[src/design/feature_ring_minmax_quantizer_core_macros.svh]
// Assertion macros for the feature ring min/max quantizer.
// Expects clk and arst_n in scope at the point of use; no other dependencies.
`ifndef FEATURE_RING_MINMAX_QUANTIZER_CORE_MACROS_SVH
`define FEATURE_RING_MINMAX_QUANTIZER_CORE_MACROS_SVH
`ifndef SYNTHESIS
`define FRMQ_ASSERT_IMP(lbl, ante, cons) \
	lbl: assert property (@(posedge clk) disable iff (!arst_n) (ante) |-> (cons)) \
		else $error("frmq: same-cycle check failed");
`define FRMQ_ASSERT_NXT(lbl, ante, cons) \
	lbl: assert property (@(posedge clk) disable iff (!arst_n) (ante) |=> (cons)) \
		else $error("frmq: next-cycle check failed");
`else
`define FRMQ_ASSERT_IMP(lbl, ante, cons)
`define FRMQ_ASSERT_NXT(lbl, ante, cons)
`endif
`endif

[src/design/frmq_pkg.sv]
// Shared types and constants for the feature ring min/max quantizer.
// No dependencies; imported by every module of the block.
package frmq_pkg;

	localparam int REQ_W      = 2;
	localparam int ROW_W      = 5;
	localparam int FRAME_W    = 6;
	localparam int STAT_W     = 2;
	localparam int Q_W        = 8;
	localparam int DIM_W      = 6;
	localparam int FRM_W      = 7;
	localparam int CFG_IDX_W  = 4;
	localparam int CFG_DATA_W = 7;
	localparam int QDEPTH     = 2;

	localparam int DIMS_RESET   = 13;
	localparam int FRAMES_RESET = 32;

	localparam logic [REQ_W-1:0] REQ_PUSH = 2'd0;
	localparam logic [REQ_W-1:0] REQ_SCAN = 2'd1;
	localparam logic [REQ_W-1:0] REQ_READ = 2'd2;

	localparam logic [STAT_W-1:0] STAT_OK       = 2'd0;
	localparam logic [STAT_W-1:0] STAT_NOT_FULL = 2'd1;
	localparam logic [STAT_W-1:0] STAT_RANGE    = 2'd2;
	localparam logic [STAT_W-1:0] STAT_NO_SCAN  = 2'd3;

	localparam logic [CFG_IDX_W-1:0] CFG_DIMS   = 4'd0;
	localparam logic [CFG_IDX_W-1:0] CFG_FRAMES = 4'd1;

	typedef enum logic [1:0] {
		OP_PUSH,
		OP_SCAN,
		OP_READ,
		OP_NOP
	} op_t;

	typedef struct packed {
		op_t                op;
		logic               in_range;
		logic [ROW_W-1:0]   row;
		logic [FRAME_W-1:0] frame;
	} item_ctl_t;

	typedef struct packed {
		logic [DIM_W-1:0] dims;
		logic [FRM_W-1:0] frames;
	} cfg_t;

endpackage

[src/design/frmq_front.sv]
// Front stage: takes input words, decodes the request and checks read indices.
// Depends on frmq_pkg; feeds frmq_queue.
module frmq_front #(
	parameter int COEF_WIDTH = 24
) (
	input  logic                           clk,
	input  logic                           arst_n,
	input  logic                           in_valid,
	output logic                           in_ready,
	input  logic [frmq_pkg::REQ_W-1:0]     req_type,
	input  logic signed [COEF_WIDTH-1:0]   coefficient,
	input  logic [frmq_pkg::ROW_W-1:0]     row_index,
	input  logic [frmq_pkg::FRAME_W-1:0]   frame_index,
	input  frmq_pkg::cfg_t                 cfg,
	output logic                           item_valid,
	input  logic                           item_ready,
	output frmq_pkg::item_ctl_t            item_ctl,
	output logic [COEF_WIDTH-1:0]          item_coef
);
	import frmq_pkg::*;

	logic      vld_s1;
	item_ctl_t ctl_s1;
	logic [COEF_WIDTH-1:0] coef_s1;
	item_ctl_t ctl_d;
	logic      take;

	assign in_ready = !vld_s1 || item_ready;
	assign take     = in_valid && in_ready;

	always_comb begin
		ctl_d.row   = row_index;
		ctl_d.frame = frame_index;
		ctl_d.in_range = (DIM_W'(row_index) < cfg.dims) &&
			(FRM_W'(frame_index) < cfg.frames);
		unique case (req_type)
			REQ_PUSH: ctl_d.op = OP_PUSH;
			REQ_SCAN: ctl_d.op = OP_SCAN;
			REQ_READ: ctl_d.op = OP_READ;
			default:  ctl_d.op = OP_NOP;
		endcase
	end

	always_ff @(posedge clk or negedge arst_n) begin
		if (!arst_n) begin
			vld_s1 <= 1'b0;
		end else if (take) begin
			vld_s1 <= 1'b1;
		end else if (item_ready) begin
			vld_s1 <= 1'b0;
		end
	end

	always_ff @(posedge clk) begin
		if (take) begin
			ctl_s1  <= ctl_d;
			coef_s1 <= coefficient;
		end
	end

	assign item_valid = vld_s1;
	assign item_ctl   = ctl_s1;
	assign item_coef  = coef_s1;

endmodule

[config.mk]
export PLATFORM = sky130hd
export DESIGN_NAME = frmq_front
export DESIGN_NICKNAME = d
export VERILOG_FILES = /design/src/design/feature_ring_minmax_quantizer_core_macros.svh /design/src/design/frmq_pkg.sv /design/src/design/frmq_front.sv
export SDC_FILE = /design/constraint.sdc
export NUM_CORES = 1
export LEC_CHECK = 0
export BUFFER_PORTS_ARGS = -buffer_cell sky130_fd_sc_hd__buf_2
export CAP_MARGIN = 20
export CORE_MARGIN = 5
export CORE_UTILIZATION = 46
export CTS_BUF_LIST = sky130_fd_sc_hd__clkbuf_8
export CTS_CLUSTER_SIZE = 30
export DETAILED_ROUTE_END_ITERATION = 16
export MAX_ROUTING_LAYER = met4
export PLACE_DENSITY_LB_ADDON = 0.05
export SETUP_SLACK_MARGIN = 0.05
export SKIP_LAST_GASP = 1
export SLEW_MARGIN = 20
export SYNTH_ARGS = -nofsm -noshare
export SYNTH_HDL_FRONTEND = slang
export SYNTH_SLANG_ARGS = --single-unit
[constraint.sdc]
create_clock -name clk -period 5.1 [get_ports clk]
set_clock_uncertainty 0.2 [all_clocks]
set_input_delay 1.275 -clock clk [delete_from_list [all_inputs] [get_ports clk]]
set_output_delay 1.275 -clock clk [all_outputs]
set_load 0.01 [all_outputs]
==> results.json <==
{
  "critPathBufInv": 2,
  "setup_slack_ps": 1940,
  "cts.reportedPaths.clkPinSlew_ps": 60,
  "cts.sinks": 39,
  "die_area_um2": 4310,
  "drcViolationCount": 0,
  "worstHoldEndpoint": "item_valid$_DFFE_PN0P_",
  "clock_latency_ps": 270,
  "synth_area_per_cell_um2": 18.8,
  "dieWidth_um": 65.7,
  "place_ws_ps": 1940,
  "hp-start": "item_valid$_DFFE_PN0P_",
  "core_um2": 3000,
  "crit_path_max_fanout": 3,
  "hold_path.class": "reg -> reg",
  "finalHoldViolations": 0,
  "slew_headroom_pct": 42.9,
  "first_pass_iters": 3,
  "hold_buffers": 0,
  "yosysSeqAreaShare_pct": 81.8,
  "start_util_pct": 47.5,
  "layout_min_cycle_time_ps": 3160,
  "leakage_nw": 0.926,
  "ys_types": 15,
  "cp_top_family": "buffers and inverters",
  "grt_pass1_wl_mm": 4.32,
  "fmax_mhz": 317,
  "nets": 237,
  "crit_path_end_kind": "primary output",
  "cts.repair.resized": 0,
  "rsz0062_at_grt": "no",
  "grt_max_degree": 39,
  "post_drt_via_cell_ratio": 4.66,
  "cap_violations": 0,
  "drt-wirelength-per-cell_um": 13.5,
  "crit_slowest_cell": "nand2b_1",
  "critical_path_required_ps": 3620,
  "peakVddDrop_uv": 162,
  "portBuffers": 93,
  "drt_iter0_drc": 62,
  "dp_hpwl_mm": 2.25,
  "clock-root-buffer": "clkbuf_8",
  "grt-ovfl-total": 0,
  "switching_share_pct": 21.0,
  "synth-seq-cells": 39,
  "cts_tree": "yes",
  "p_clk_share_pct": 29.0,
  "path_cells": "buf_2 -> nand2b_1 -> buf_2",
  "drtAntennaViolNets": 0,
  "first_global_vias": 983,
  "netlist_area_um2": 1430,
  "worstReg2RegEnd": "item_coef[7]$_DFFE_PP_",
  "ctsLongestPathBuffers": 2,
  "fp.dieH_um": 65.7,
  "n_antenna_cell": 0,
  "ys.flop_type": "edfxtp_1",
  "start_kind": "input port",
  "whs_path_depth": 2,
  "p_per_area_nw_per_um2": 314,
  "final_cell_mix": "buf_2 (93), edfxtp_1 (38), inv_1 (9), ha_1 (9), clkbuf_8 (5)",
  "fp-row-count": 20,
  "r2r_cells": 2,
  "worstReg2RegStart": "item_valid$_DFFE_PN0P_",
  "internal-power_mw": 0.498,
  "io_pins": 94,
  "ys_warn_count": 0,
  "dpl.cell_count": 200,
  "layout-drive-gt1-share_pct": 57.5,
  "rrSetupSlack_ps": 3300,
  "report.final.setup_viol": 0,
  "final_common_cell": "buf_2",
  "antenna_found_initial": 0,
  "gp_congestion": 0.716,
  "outcome": "finished clean",
  "slowest_delay_ps": 160,
  "cts_buffers": 5,
  "crit_arrival_ps": 1680,
  "crit_type": "in -> out",
  "finalNonFillerCells": 207,
  "async_flop_share_pct": 2.56,
  "combPwrFrac_pct": 11.1,
  "grtUsageTotal_pct": 14.3,
  "syn_nets": 139,
  "setup-tns-final_ps": 0,
  "timing.final.crit_share_pct": 61.9,
  "power_switching_mw": 0.132,
  "drv_slew": 0,
  "crit_path_frequent_cell": "buf_2",
  "syn_to_final_growth_pct": 40.6,
  "cts_setup_buffers": 0,
  "crit_start": "item_ready",
  "num_vias": 965,
  "tightest_slew_ps": 856,
  "p_seq_share_pct": 59.9,
  "drt_wl_total_mm": 2.79,
  "netlist_instances": 76,
  "synth-edff-count": 38,
  "cts_max_level": 2
}
-- tightest hold or removal path: stages (launching register included) --
cell and delay [ps]:
dfrtp_1 340, nand2b_1 90, nand2b_1 80
-- per-stage QoR --
step / hold WS [ps] / util [%] / power (mW) / area, um^2
6_report: 343 / 66.7 / 0.630 / 2000
5_1_grt: 409 / 66.7 / 0.664 / 2000
4_1_cts: 350 / 66.7 / 0.641 / 2000
3_5_place_dp: 336 / 64.1 / 0.456 / 1930
3_3_place_gp: 297 / 64.1 / 0.452 / 1930
2_1_floorplan: 422 / - / 0.414 / 1430
-- power by group through the flow --
| stage | registers [mW] | logic [mW] | clock network (mW) |
|---|---|---|---|
| floorplan | 0.395 | 0.0193 | 0 |
| global placement | 0.384 | 0.0685 | 0 |
| detailed placement | 0.384 | 0.0716 | 0 |
| CTS | 0.377 | 0.0717 | 0.192 |
| global route | 0.378 | 0.0788 | 0.207 |
| finish | 0.377 | 0.0700 | 0.183 |
-- synthesized netlist by cell type (2+ instances only) --
| cell | number | area [um^2] |
|---|---|---|
| nand2b_1 | 3 | 18.8 |
| nand3_1 | 2 | 10.0 |
| clkbuf_1 | 2 | 7.51 |
| a211oi_1 | 2 | 15.0 |
| inv_1 | 9 | 33.8 |
| ha_1 | 9 | 113 |
| edfxtp_1 | 38 | 1140 |
| a21oi_1 | 4 | 20.0 |
-- kinds of logic after synthesis --
group | synth area share (%)
AOI/OAI and AO/OA | 3.07
adders and majority gates | 7.90
buffers and inverters | 2.90
DFF | 81.8
and+or+nand+nor | 4.30
-- layout make-up --
| class | count | area (um^2) |
|---|---|---|
| Clock buffer | 5 | 68.8 |
| Clock inverter | 2 | 8.76 |
| Fill cell | 241 | 1000 |
| Inverter | 9 | 33.8 |
| Multi-Input combinational cell | 26 | 219 |
| Sequential cell | 39 | 1170 |
| Tap cell | 33 | 41.3 |
| Timing Repair Buffer | 93 | 465 |
-- routing by layer --
layer	vias to the layer above	track usage (%)	share of wire [%]	wire (um)
li1	477	-	-	-
met1	435	12.7	35	974
met2	48	26.2	54	1520
met5	-	-	0	0
met3	5	5.81	8.9	248
met4	0	6.22	1.8	51
-- worst max-delay path by stage --
stage,to,slack (ps),depth (start not counted)
after floorplan,item_coef[0]$_DFFE_PP_,2090,2
after global placement,in_ready,1970,3
after detailed placement,in_ready,1940,3
after CTS,in_ready,1940,3
after global routing,in_ready,1910,3
final,in_ready,1940,3
-- state kept, by name, indices dropped and copies added (netlist names) --
| register | flops |
|---|---|
| item_coef | 24 |
| item_ctl | 14 |
| item_valid | 1 |
(Power assumes the default switching activity.)
