$ cat src/design/feature_ring_minmax_quantizer_core_macros.svh
// Assertion macros for the feature ring min/max quantizer.
// Expects clk and arst_n in scope at the point of use; no other dependencies.
`ifndef FEATURE_RING_MINMAX_QUANTIZER_CORE_MACROS_SVH
`define FEATURE_RING_MINMAX_QUANTIZER_CORE_MACROS_SVH
`ifndef SYNTHESIS
`define FRMQ_ASSERT_IMP(lbl, ante, cons) \
	lbl: assert property (@(posedge clk) disable iff (!arst_n) (ante) |-> (cons)) \
		else $error("frmq: same-cycle check failed");
`define FRMQ_ASSERT_NXT(lbl, ante, cons) \
	lbl: assert property (@(posedge clk) disable iff (!arst_n) (ante) |=> (cons)) \
		else $error("frmq: next-cycle check failed");
`else
`define FRMQ_ASSERT_IMP(lbl, ante, cons)
`define FRMQ_ASSERT_NXT(lbl, ante, cons)
`endif
`endif

$ cat src/design/frmq_pkg.sv
// Shared types and constants for the feature ring min/max quantizer.
// No dependencies; imported by every module of the block.
package frmq_pkg;

	localparam int REQ_W      = 2;
	localparam int ROW_W      = 5;
	localparam int FRAME_W    = 6;
	localparam int STAT_W     = 2;
	localparam int Q_W        = 8;
	localparam int DIM_W      = 6;
	localparam int FRM_W      = 7;
	localparam int CFG_IDX_W  = 4;
	localparam int CFG_DATA_W = 7;
	localparam int QDEPTH     = 2;

	localparam int DIMS_RESET   = 13;
	localparam int FRAMES_RESET = 32;

	localparam logic [REQ_W-1:0] REQ_PUSH = 2'd0;
	localparam logic [REQ_W-1:0] REQ_SCAN = 2'd1;
	localparam logic [REQ_W-1:0] REQ_READ = 2'd2;

	localparam logic [STAT_W-1:0] STAT_OK       = 2'd0;
	localparam logic [STAT_W-1:0] STAT_NOT_FULL = 2'd1;
	localparam logic [STAT_W-1:0] STAT_RANGE    = 2'd2;
	localparam logic [STAT_W-1:0] STAT_NO_SCAN  = 2'd3;

	localparam logic [CFG_IDX_W-1:0] CFG_DIMS   = 4'd0;
	localparam logic [CFG_IDX_W-1:0] CFG_FRAMES = 4'd1;

	typedef enum logic [1:0] {
		OP_PUSH,
		OP_SCAN,
		OP_READ,
		OP_NOP
	} op_t;

	typedef struct packed {
		op_t                op;
		logic               in_range;
		logic [ROW_W-1:0]   row;
		logic [FRAME_W-1:0] frame;
	} item_ctl_t;

	typedef struct packed {
		logic [DIM_W-1:0] dims;
		logic [FRM_W-1:0] frames;
	} cfg_t;

endpackage

$ cat src/design/frmq_queue.sv
// Short FIFO between the front and back stages.
// Depends on frmq_pkg for its depth.
module frmq_queue #(
	parameter int W = 8
) (
	input  logic         clk,
	input  logic         arst_n,
	input  logic         wr_valid,
	output logic         wr_ready,
	input  logic [W-1:0] wr_data,
	output logic         rd_valid,
	input  logic         rd_ready,
	output logic [W-1:0] rd_data
);
	import frmq_pkg::*;

	localparam int AW = (QDEPTH > 1) ? $clog2(QDEPTH) : 1;
	localparam int CW = $clog2(QDEPTH + 1);

	logic [W-1:0]  slot_q [QDEPTH];
	logic [AW-1:0] wptr_q, rptr_q;
	logic [CW-1:0] cnt_q;
	logic          push, pop;

	function automatic logic [AW-1:0] ptr_inc(input logic [AW-1:0] p);
		ptr_inc = (p == AW'(QDEPTH - 1)) ? '0 : p + 1'b1;
	endfunction

	assign wr_ready = (cnt_q != CW'(QDEPTH));
	assign rd_valid = (cnt_q != '0);
	assign push     = wr_valid && wr_ready;
	assign pop      = rd_valid && rd_ready;
	assign rd_data  = slot_q[rptr_q];

	always_ff @(posedge clk or negedge arst_n) begin
		if (!arst_n) begin
			wptr_q <= '0;
			rptr_q <= '0;
			cnt_q  <= '0;
		end else begin
			if (push)
				wptr_q <= ptr_inc(wptr_q);
			if (pop)
				rptr_q <= ptr_inc(rptr_q);
			if (push && !pop)
				cnt_q <= cnt_q + 1'b1;
			else if (pop && !push)
				cnt_q <= cnt_q - 1'b1;
		end
	end

	always_ff @(posedge clk) begin
		if (push)
			slot_q[wptr_q] <= wr_data;
	end

endmodule

$ cat config.mk
export PLATFORM = sky130hd
export DESIGN_NAME = frmq_queue
export DESIGN_NICKNAME = d
export VERILOG_FILES = /design/src/design/feature_ring_minmax_quantizer_core_macros.svh /design/src/design/frmq_pkg.sv /design/src/design/frmq_queue.sv
export SDC_FILE = /design/constraint.sdc
export NUM_CORES = 1
export LEC_CHECK = 0
export BUFFER_PORTS_ARGS = -buffer_cell sky130_fd_sc_hd__buf_2
export CORE_UTILIZATION = 40
export CTS_BUF_LIST = sky130_fd_sc_hd__clkbuf_16
export DETAILED_ROUTE_END_ITERATION = 10
export SETUP_SLACK_MARGIN = 0.02
export SYNTH_ARGS = -nofsm -noshare
export SYNTH_HDL_FRONTEND = slang
export SYNTH_SLANG_ARGS = --single-unit
$ cat constraint.sdc
create_clock -name clk -period 1.6 [get_ports clk]
set_input_delay 0.24 -clock clk [delete_from_list [all_inputs] [get_ports clk]]
set_output_delay 0.24 -clock clk [all_outputs]
set_load 0.03 [all_outputs]
==> results.py, run 1 <==
metrics = {
    "route": {
        "first_iter_violations": 2,
        "drc_errors": 0,
        "drt-total-wl_mm": 1.10,
        "ant_nets": 0,
        "vias": 409,
        "avgViaCountPerCell": 4.35,
        "routedWlPerCell_um": 11.7,
        "dr.pass1.iters": 3,
    },
    "critical_path": {
        "worstSetupEndpointType": "primary output",
        "r2r_start": "cnt_q[0]$_DFFE_PN0P_",
        "critPathMaxFanout": 9,
        "r2r_cells": 6,
        "cp.arrival_ns": 1.28,
        "r2r_end": "cnt_q[1]$_DFFE_PN0P_",
        "reg2reg_slack_ns": 0.19,
        "crit_type": "reg -> out",
        "cp-startpoint": "rptr_q$_DFFE_PN0P_",
        "worstPathRequired_ns": 1.36,
        "cp-start-kind": "register",
    },
    "grt": {
        "first_global_vias": 384,
        "grt_start_max_net_pins": 12,
        "grt_pass1_wl_mm": 1.67,
        "grt_antenna_before_repair": 0,
        "grt_overflow": 0,
        "grt_use_total": 0.117,
    },
    "hold_path": {
        "min_to": "slot_q[1][7]$_DFFE_PP_",
        "hold_start": "wr_data[7]",
        "hold-path-cell-count": 1,
        "hp-class": "in -> reg",
    },
    "timing": {
        "post-route-period-util": 0.947,
        "hold_viol": 0,
        "timing.fmax_ghz": 0.660,
        "setup_tns_ns": 0,
        "drv_slew": 0,
        "finalCriticalPeriod_ns": 1.52,
        "relSlewSlack": 0.743,
        "finalSetupViolations": 0,
        "rsz0062_at_grt": "false",
        "skew_ns": 0.00200,
        "worst_pin_slew_ns": 0.385,
    },
    "synth": {
        "post_synth.cell_area_avg_sq_um": 18.3,
        "synthCells": 43,
        "yosys.cell_types.count": 14,
        "synth_ff_type": "edfxtp_1",
        "synthMuxAreaShare": 0.114,
        "yosysMostFrequentCell": "edfxtp_1",
        "yosysSeqAreaShare": 0.738,
        "synth_edf_count": 16,
        "synthArstFlopShare": 0.200,
        "synthSimpleGateAreaFrac": 0.0652,
        "synth_nets": 56,
        "synth-adder-area-share": 0.0159,
        "synth_top_area_share": 0.610,
        "synth_common_cells": "16 x edfxtp_1, 8 x mux2_2, 4 x dfrtp_1",
        "synth_compound_area_frac": 0,
        "synth-seq-cells": 20,
        "synth_largest_area_cell": "edfxtp_1",
        "ys_warn_count": 0,
        "synthTopCellsByArea": "edfxtp_1 61%, dfrtp_1 13%, mux2_2 11%",
        "synth_top_family_by_area": "multiplexers",
        "synth-xor-area-share": 0.0556,
        "netlist_area_sq_um": 787,
    },
    "pwr": {
        "power-per-cell-area_nw_per_um2": 2060,
        "leakage_nw": 0.415,
        "ir_drop_mv": 0.965,
        "power_w": 0.00209,
    },
    "placed_design": {
        "dp_hpwl_um": 788,
        "gp_congestion": 0.640,
        "port_buffers": 21,
    },
    "clocking": {
        "h-tree-depth": 1,
        "cts_buffers": 3,
        "clk-insertion-delay-late_ns": 0.24,
        "cts.clk_slew.worst_paths_ns": 0.05,
        "cts_buffer_depth": 2,
        "cts_tree": "built",
        "root_buffer": "clkbuf_16",
        "cts.sinks": 20,
    },
    "floorplanning": {
        "rows": 15,
        "die_area_sq_um": 2150,
        "die_y_um": 46.4,
        "io_pins": 22,
        "start_util": 0.441,
        "die_w_um": 46.4,
        "core_area_sq_um": 1780,
    },
    "layout": {
        "areaGrowthSynthToFinish_pct": 29.1,
        "antenna_cells": 0,
        "fin_nets": 83,
        "drive_above_1_share": 0.536,
    },
    "run_status": {
        "status": "complete, no violations",
    },
    "run": {
        "maxCapViolCount": 0,
    },
}
[layout by cell type, fill, tap and decap left out, types with 2 or more instances in the layout]
master	netlist	final
edfxtp_1	16	16
nor2_1	2	2
clkbuf_16	0	3
xor2_1	2	2
dfrtp_1	4	3
xnor2_1	3	3
mux2_2	8	8
buf_2	1	21
[layer usage]
metal | GRT usage | vias up | wire length (um)
met5 | 0 | - | 0
met4 | 0.0529 | 0 | 0
met1 | 0.140 | 195 | 463
li1 | - | 205 | -
met2 | 0.186 | 9 | 568
met3 | 0.0431 | 0 | 65
[sequential cells by signal (all words and copies together) (netlist names)]
name    count
wptr_q      1
rptr_q      1
slot_q     16
cnt_q       2
[layout make-up]
class / instances / area, sq um
Clock buffer: 3 / 75.1
Tap cell: 25 / 31.3
Fill cell: 153 / 767
Multi-Input combinational cell: 21 / 198
Clock inverter: 1 / 3.75
Sequential cell: 20 / 582
Timing Repair Buffer: 23 / 123
Inverter: 1 / 3.75
[worst max-delay path by stage]
stage                                        end  depth (start not counted)
final                                 rd_data[0]                          2
after global routing        cnt_q[1]$_DFFE_PN0P_                          7
after CTS                             rd_data[6]                          2
after detailed placement    cnt_q[1]$_DFFE_PN0P_                          6
after global placement      cnt_q[1]$_DFFE_PN0P_                          7
after floorplan           slot_q[0][0]$_DFFE_PP_                          3
[cell families after synthesis]
family | count (synthesis)
xor+xnor | 5
fa+ha+maj | 1
buf+inv | 2
flops | 20
mux | 8
simple gates | 7
[what timing repair did]
action / in CTS / in global routing
endpoints found under the hold margin: 4 / 0
resized for setup: 1 / 0
setup endpoints to repair: 8 / 0
hold buffers: 1 / 0
setup buffers: 0 / 0
[through the flow]
| step | cells | setup slack, ns | util | instance area, sq um | hold slack (ns) |
|---|---|---|---|---|---|
| CTS | 94 | 0.0742 | 0.570 | 1020 | 0.178 |
| floorplan | 43 | 0.156 | - | 787 | -0.0556 |
| global route | 94 | 0.0350 | 0.570 | 1020 | 0.176 |
| global placement | 89 | 0.226 | 0.519 | 926 | 0.0548 |
| detailed placement | 89 | 0.178 | 0.519 | 926 | 0.0536 |
| finish | 94 | 0.0850 | 0.570 | 1020 | 0.182 |
[critical path, cell delays in order, from the launching register on]
cell and delay [ns]:
dfrtp_2 0.49, mux2_2 0.36, buf_2 0.18
[power by group]
part / internal [W] / switching [W]
Sequential: 0.000733 / 0.000111
Clock: 0.000332 / 0.000159
Combinational: 0.000320 / 0.000440
No activity file was read; power rests on OpenSTA's default activity.
==> run 2: changes to the inputs <==
CORE_MARGIN = 4   (was default)
==> results.py, run 2 (synthesis results as in run 1) <==
metrics = {
    "timing": {
        "worst_pin_slew_ns": 0.406,
        "timing.fmax_ghz": 0.659,
        "skew_ns": 0.00214,
        "post-route-period-util": 0.948,
        "hold_viol": 0,
        "rsz0062_at_grt": "false",
        "relSlewSlack": 0.729,
        "drv_slew": 0,
        "fin_ws_ns": 0.0826,
        "finalCriticalPeriod_ns": 1.52,
        "holdWs_ns": 0.181,
        "setup_tns_ns": 0,
        "finalSetupViolations": 0,
    },
    "layout": {
        "antenna_cells": 0,
        "fin_nets": 83,
        "areaGrowthSynthToFinish_pct": 29.1,
        "layout_common_cells": "21 x buf_2, 16 x edfxtp_1, 8 x mux2_2",
        "drive_above_1_share": 0.536,
        "multi_input_area_sq_um": 198,
        "final_common_cell": "buf_2",
        "largest-register": "slot_q",
        "seq_area_sq_um": 582,
        "largest_reg_flops": 16,
        "top_regs": "slot_q x16, cnt_q x2",
        "fillers": 168,
        "stdcell_area_sq_um": 1020,
    },
    "run_status": {
        "status": "complete, no violations",
    },
    "floorplanning": {
        "rows": 15,
        "core_area_sq_um": 1800,
        "die_y_um": 52.4,
        "die_w_um": 52.4,
        "die_area_sq_um": 2740,
        "io_pins": 22,
        "start_util": 0.437,
    },
    "grt": {
        "grt-busiest-layer": "met2",
        "grt_use_total": 0.103,
        "grt_antenna_before_repair": 0,
        "grt_util_met3": 0.0171,
        "grt_start_max_net_pins": 12,
        "grt_pass1_wl_mm": 2.01,
        "first_global_vias": 469,
        "met1_usage": 0.123,
        "grt_overflow": 0,
        "use_met2": 0.178,
    },
    "critical_path": {
        "worstSetupEndpointType": "primary output",
        "path_buf_inv": 1,
        "cp-endpoint": "rd_data[7]",
        "r2r_end": "cnt_q[1]$_DFFE_PN0P_",
        "crit_cells": 2,
        "worstPathRequired_ns": 1.36,
        "r2r_cells": 6,
        "cp.arrival_ns": 1.28,
        "critPathMaxFanout": 9,
        "reg2reg_slack_ns": 0.16,
        "cp-start-kind": "register",
        "slowest_stage": "dfrtp_2",
        "r2r_start": "cnt_q[0]$_DFFE_PN0P_",
        "cp-startpoint": "rptr_q$_DFFE_PN0P_",
        "crit_type": "reg -> out",
        "cp_cell_sequence": "mux2_2 > buf_2",
        "crit_family": "flip-flops",
        "critPathMaxStageDelay_ns": 0.49,
    },
    "clocking": {
        "cts.sinks": 20,
        "cts_tree": "built",
        "post_cts_buffers": 0,
        "root_buffer": "clkbuf_16",
        "h-tree-depth": 1,
        "cts_buffers": 3,
        "clk-insertion-delay-late_ns": 0.25,
        "cts.clk_slew.worst_paths_ns": 0.05,
        "cts_buffer_depth": 2,
    },
    "route": {
        "vias": 435,
        "first_iter_violations": 2,
        "routedWlPerCell_um": 12.9,
        "ant_nets": 0,
        "drc_errors": 0,
        "avgViaCountPerCell": 4.63,
        "dr.pass1.iters": 3,
        "drt-total-wl_mm": 1.21,
    },
    "placed_design": {
        "dpl-instance-area_sq_um": 926,
        "place_ws_ns": 0.175,
        "port_buffers": 21,
        "gp_congestion": 0.692,
    },
    "pwr": {
        "ir_drop_mv": 1.15,
        "power-per-cell-area_nw_per_um2": 2080,
        "internal_power_w": 0.00138,
        "seqPwrFrac": 0.401,
        "swShare": 0.344,
        "p_sw_w": 0.000726,
        "leakage_nw": 0.419,
        "power_frac_comb": 0.362,
        "clkPwrFrac": 0.237,
    },
    "hold_path": {
        "hp-class": "in -> reg",
        "hold-path-cell-count": 1,
    },
    "run": {
        "maxCapViolCount": 0,
    },
}
run 2: cell count changes in the layout (fill, tap and decap cells not counted):
| cell | delta |
|---|---|
| clkinv_1 | -1 |
| inv_1 | +1 |
run 2: worst register-to-register path: stages, from the launching register on:
cell	delay, ns
dfrtp_1	0.43
nand2b_4	0.17
nand2_1	0.12
inv_1	0.06
ha_1	0.30
nor2_1	0.14
xor2_1	0.15
run 2: what timing repair did:
action,4_1_cts,5_1_grt
hold buffers,1,0
setup endpoints to repair,8,0
endpoints found under the hold margin,4,0
gates resized for setup,1,0
run 2: through the flow:
stage,total power [W],utilization,std cells
floorplan,0.00143,-,43
global placement,0.00162,0.514,89
detailed placement,0.00163,0.514,89
CTS,0.00214,0.564,94
global route,0.00224,0.564,94
finish,0.00211,0.564,94
run 2: layer usage:
layer | vias to the layer above | wire (um)
met1 | 217 | 507
met3 | 0 | 71
met5 | - | 0
met2 | 12 | 631
met4 | 0 | 0
li1 | 206 | -
run 2: worst min-delay path by stage:
stage	slack (ns)	to	from
floorplan	-0.06	cnt_q[0]$_DFFE_PN0P_	arst_n
global placement	0.05	wptr_q$_DFFE_PN0N_	arst_n
detailed placement	0.05	wptr_q$_DFFE_PN0N_	arst_n
CTS	0.18	slot_q[0][3]$_DFFE_PP_	wr_data[3]
global route	0.18	slot_q[0][7]$_DFFE_PP_	wr_data[7]
finish	0.18	slot_q[1][3]$_DFFE_PP_	wr_data[3]
run 2: power by group through the flow:
stage / sequential, W / combinational, W / clock [W]
after global placement: 0.000849 / 0.000768 / 0
after floorplan: 0.000792 / 0.000635 / 0
after CTS: 0.000850 / 0.000778 / 0.000512
final: 0.000846 / 0.000763 / 0.000500
after detailed placement: 0.000855 / 0.000775 / 0
after global routing: 0.000869 / 0.000828 / 0.000538
run 2: cell type report:
| class | instances | share of cell area |
|---|---|---|
| clock buffers | 3 | 0.0739 |
| multi-input cells | 21 | 0.195 |
| inverters | 1 | 0.00369 |
| clock inverters | 1 | 0.00369 |
| repair buffers | 23 | 0.121 |
| flip-flops and latches | 20 | 0.573 |
| well taps | 25 | 0.0308 |
==> run 3: changes to the inputs <==
CORE_ASPECT_RATIO = 1.1   (was default)
==> results.py, run 3 (synthesis results as in run 1) <==
metrics = {
    "clocking": {
        "cts_buffers": 3,
        "cts_tree": "built",
        "root_buffer": "clkbuf_16",
        "post_cts_buffers": 0,
        "h-tree-depth": 1,
        "clk-insertion-delay-late_ns": 0.25,
        "cts_buffer_depth": 2,
        "cts.clk_slew.worst_paths_ns": 0.05,
        "cts.sinks": 20,
    },
    "floorplanning": {
        "io_pins": 22,
        "die_w_um": 50.3,
        "die_area_sq_um": 2740,
        "rows": 16,
        "start_util": 0.432,
        "core_area_sq_um": 1820,
        "die_y_um": 54.5,
    },
    "hold_path": {
        "hp-class": "in -> reg",
        "hold_start": "wr_data[4]",
        "min_to": "slot_q[1][4]$_DFFE_PP_",
        "hold-path-cell-count": 1,
    },
    "timing": {
        "holdWs_ns": 0.179,
        "rsz0062_at_grt": "false",
        "hold_viol": 0,
        "drv_slew": 0,
        "finalSetupViolations": 0,
        "setup_tns_ns": 0,
        "relSlewSlack": 0.740,
        "skew_ns": 0.00187,
        "worst_pin_slew_ns": 0.391,
        "post-route-period-util": 0.939,
        "finalCriticalPeriod_ns": 1.50,
        "timing.fmax_ghz": 0.665,
    },
    "route": {
        "drc_errors": 0,
        "routedWlPerCell_um": 12.0,
        "first_iter_violations": 6,
        "vias": 424,
        "ant_nets": 0,
        "dr.pass1.iters": 3,
        "avgViaCountPerCell": 4.37,
        "drt-total-wl_mm": 1.16,
    },
    "critical_path": {
        "path_buf_inv": 1,
        "worstPathRequired_ns": 1.36,
        "r2r_start": "cnt_q[0]$_DFFE_PN0P_",
        "slowest_stage": "dfrtp_2",
        "cp_cell_sequence": "mux2_2 > buf_2",
        "crit_type": "reg -> out",
        "worstSetupEndpointType": "primary output",
        "crit_family": "flip-flops",
        "cp-start-kind": "register",
        "critPathMaxStageDelay_ns": 0.48,
        "r2r_end": "cnt_q[1]$_DFFE_PN0P_",
        "cp-startpoint": "rptr_q$_DFFE_PN0P_",
        "r2r_cells": 6,
        "reg2reg_slack_ns": 0.16,
        "critPathMaxFanout": 9,
        "cp.arrival_ns": 1.26,
    },
    "layout": {
        "multi_input_area_sq_um": 198,
        "final_common_cell": "buf_2",
        "fin_nets": 84,
        "seq_area_sq_um": 582,
        "finalNonFillerCells": 97,
        "fillers": 145,
        "antenna_cells": 0,
        "largest-register": "slot_q",
        "drive_above_1_share": 0.557,
        "largest_reg_flops": 16,
        "layout_common_cells": "21 x buf_2, 16 x edfxtp_1, 8 x mux2_2",
        "top_regs": "slot_q x16, cnt_q x2",
        "areaGrowthSynthToFinish_pct": 33.7,
    },
    "grt": {
        "grt_pass1_wl_mm": 1.95,
        "first_global_vias": 448,
        "grt_start_max_net_pins": 13,
        "grt_overflow": 0,
        "grt_use_total": 0.0998,
        "grt_antenna_before_repair": 0,
    },
    "placed_design": {
        "port_buffers": 21,
        "place_inst": 92,
        "dp_hpwl_um": 879,
        "gp_congestion": 0.640,
    },
    "run_status": {
        "status": "complete, no violations",
    },
    "run": {
        "maxCapViolCount": 0,
    },
    "pwr": {
        "power-per-cell-area_nw_per_um2": 2170,
        "leakage_nw": 0.433,
        "ir_drop_mv": 1.12,
    },
}
[run 3: stage by stage]
stage	utilization	total power (W)	setup slack (ns)	instance area, sq um
6_report	0.578	0.00228	0.0971	1050
5_1_grt	0.578	0.00241	0.0260	1050
4_1_cts	0.578	0.00231	0.0812	1050
3_5_place_dp	0.514	0.00163	0.180	936
3_3_place_gp	0.514	0.00163	0.178	936
2_1_floorplan	-	0.00143	0.156	787
[run 3: what timing repair did]
action                                  CTS  global route
hold buffers                              1             0
endpoints found under the setup margin    8             0
endpoints found under the hold margin     4             0
gates resized for setup                   1             0
[run 3: worst reg2reg max path, stage by stage (launching register included)]
cell and delay (ns):
dfrtp_1 0.42, nand2b_4 0.16, nand2_1 0.11, inv_1 0.05, ha_1 0.30, nor2_1 0.15
xor2_1 0.16
[run 3: worst max path at each step]
stage / endpoint / slack [ns] / cells after the start
final: rd_data[2] / 0.1 / 2
after global routing: rd_data[6] / 0.03 / 2
after CTS: rd_data[6] / 0.08 / 2
after detailed placement: cnt_q[1]$_DFFE_PN0P_ / 0.18 / 6
after global placement: cnt_q[1]$_DFFE_PN0P_ / 0.18 / 6
after floorplan: slot_q[0][0]$_DFFE_PP_ / 0.16 / 3
[run 3: area by class of cell]
class / instances / area share
inverters: 1 / 0.00357
clock buffers: 3 / 0.0713
repair buffers: 24 / 0.124
multi-input cells: 21 / 0.188
flip-flops and latches: 20 / 0.553
well taps: 27 / 0.0321
clock inverters: 1 / 0.0285
[run 3: routing by layer]
layer	vias to the layer above	share of wire	GRT usage
met3	0	0.031	0.0245
met4	0	0	0.0538
met2	11	0.53	0.172
met1	200	0.44	0.117
met5	-	0	0
li1	213	-	-
[run 3: where the power goes]
part           switching [W]  internal, W
Clock               0.000173     0.000495
Sequential          0.000107     0.000732
Combinational       0.000447     0.000329
Total               0.000727      0.00156
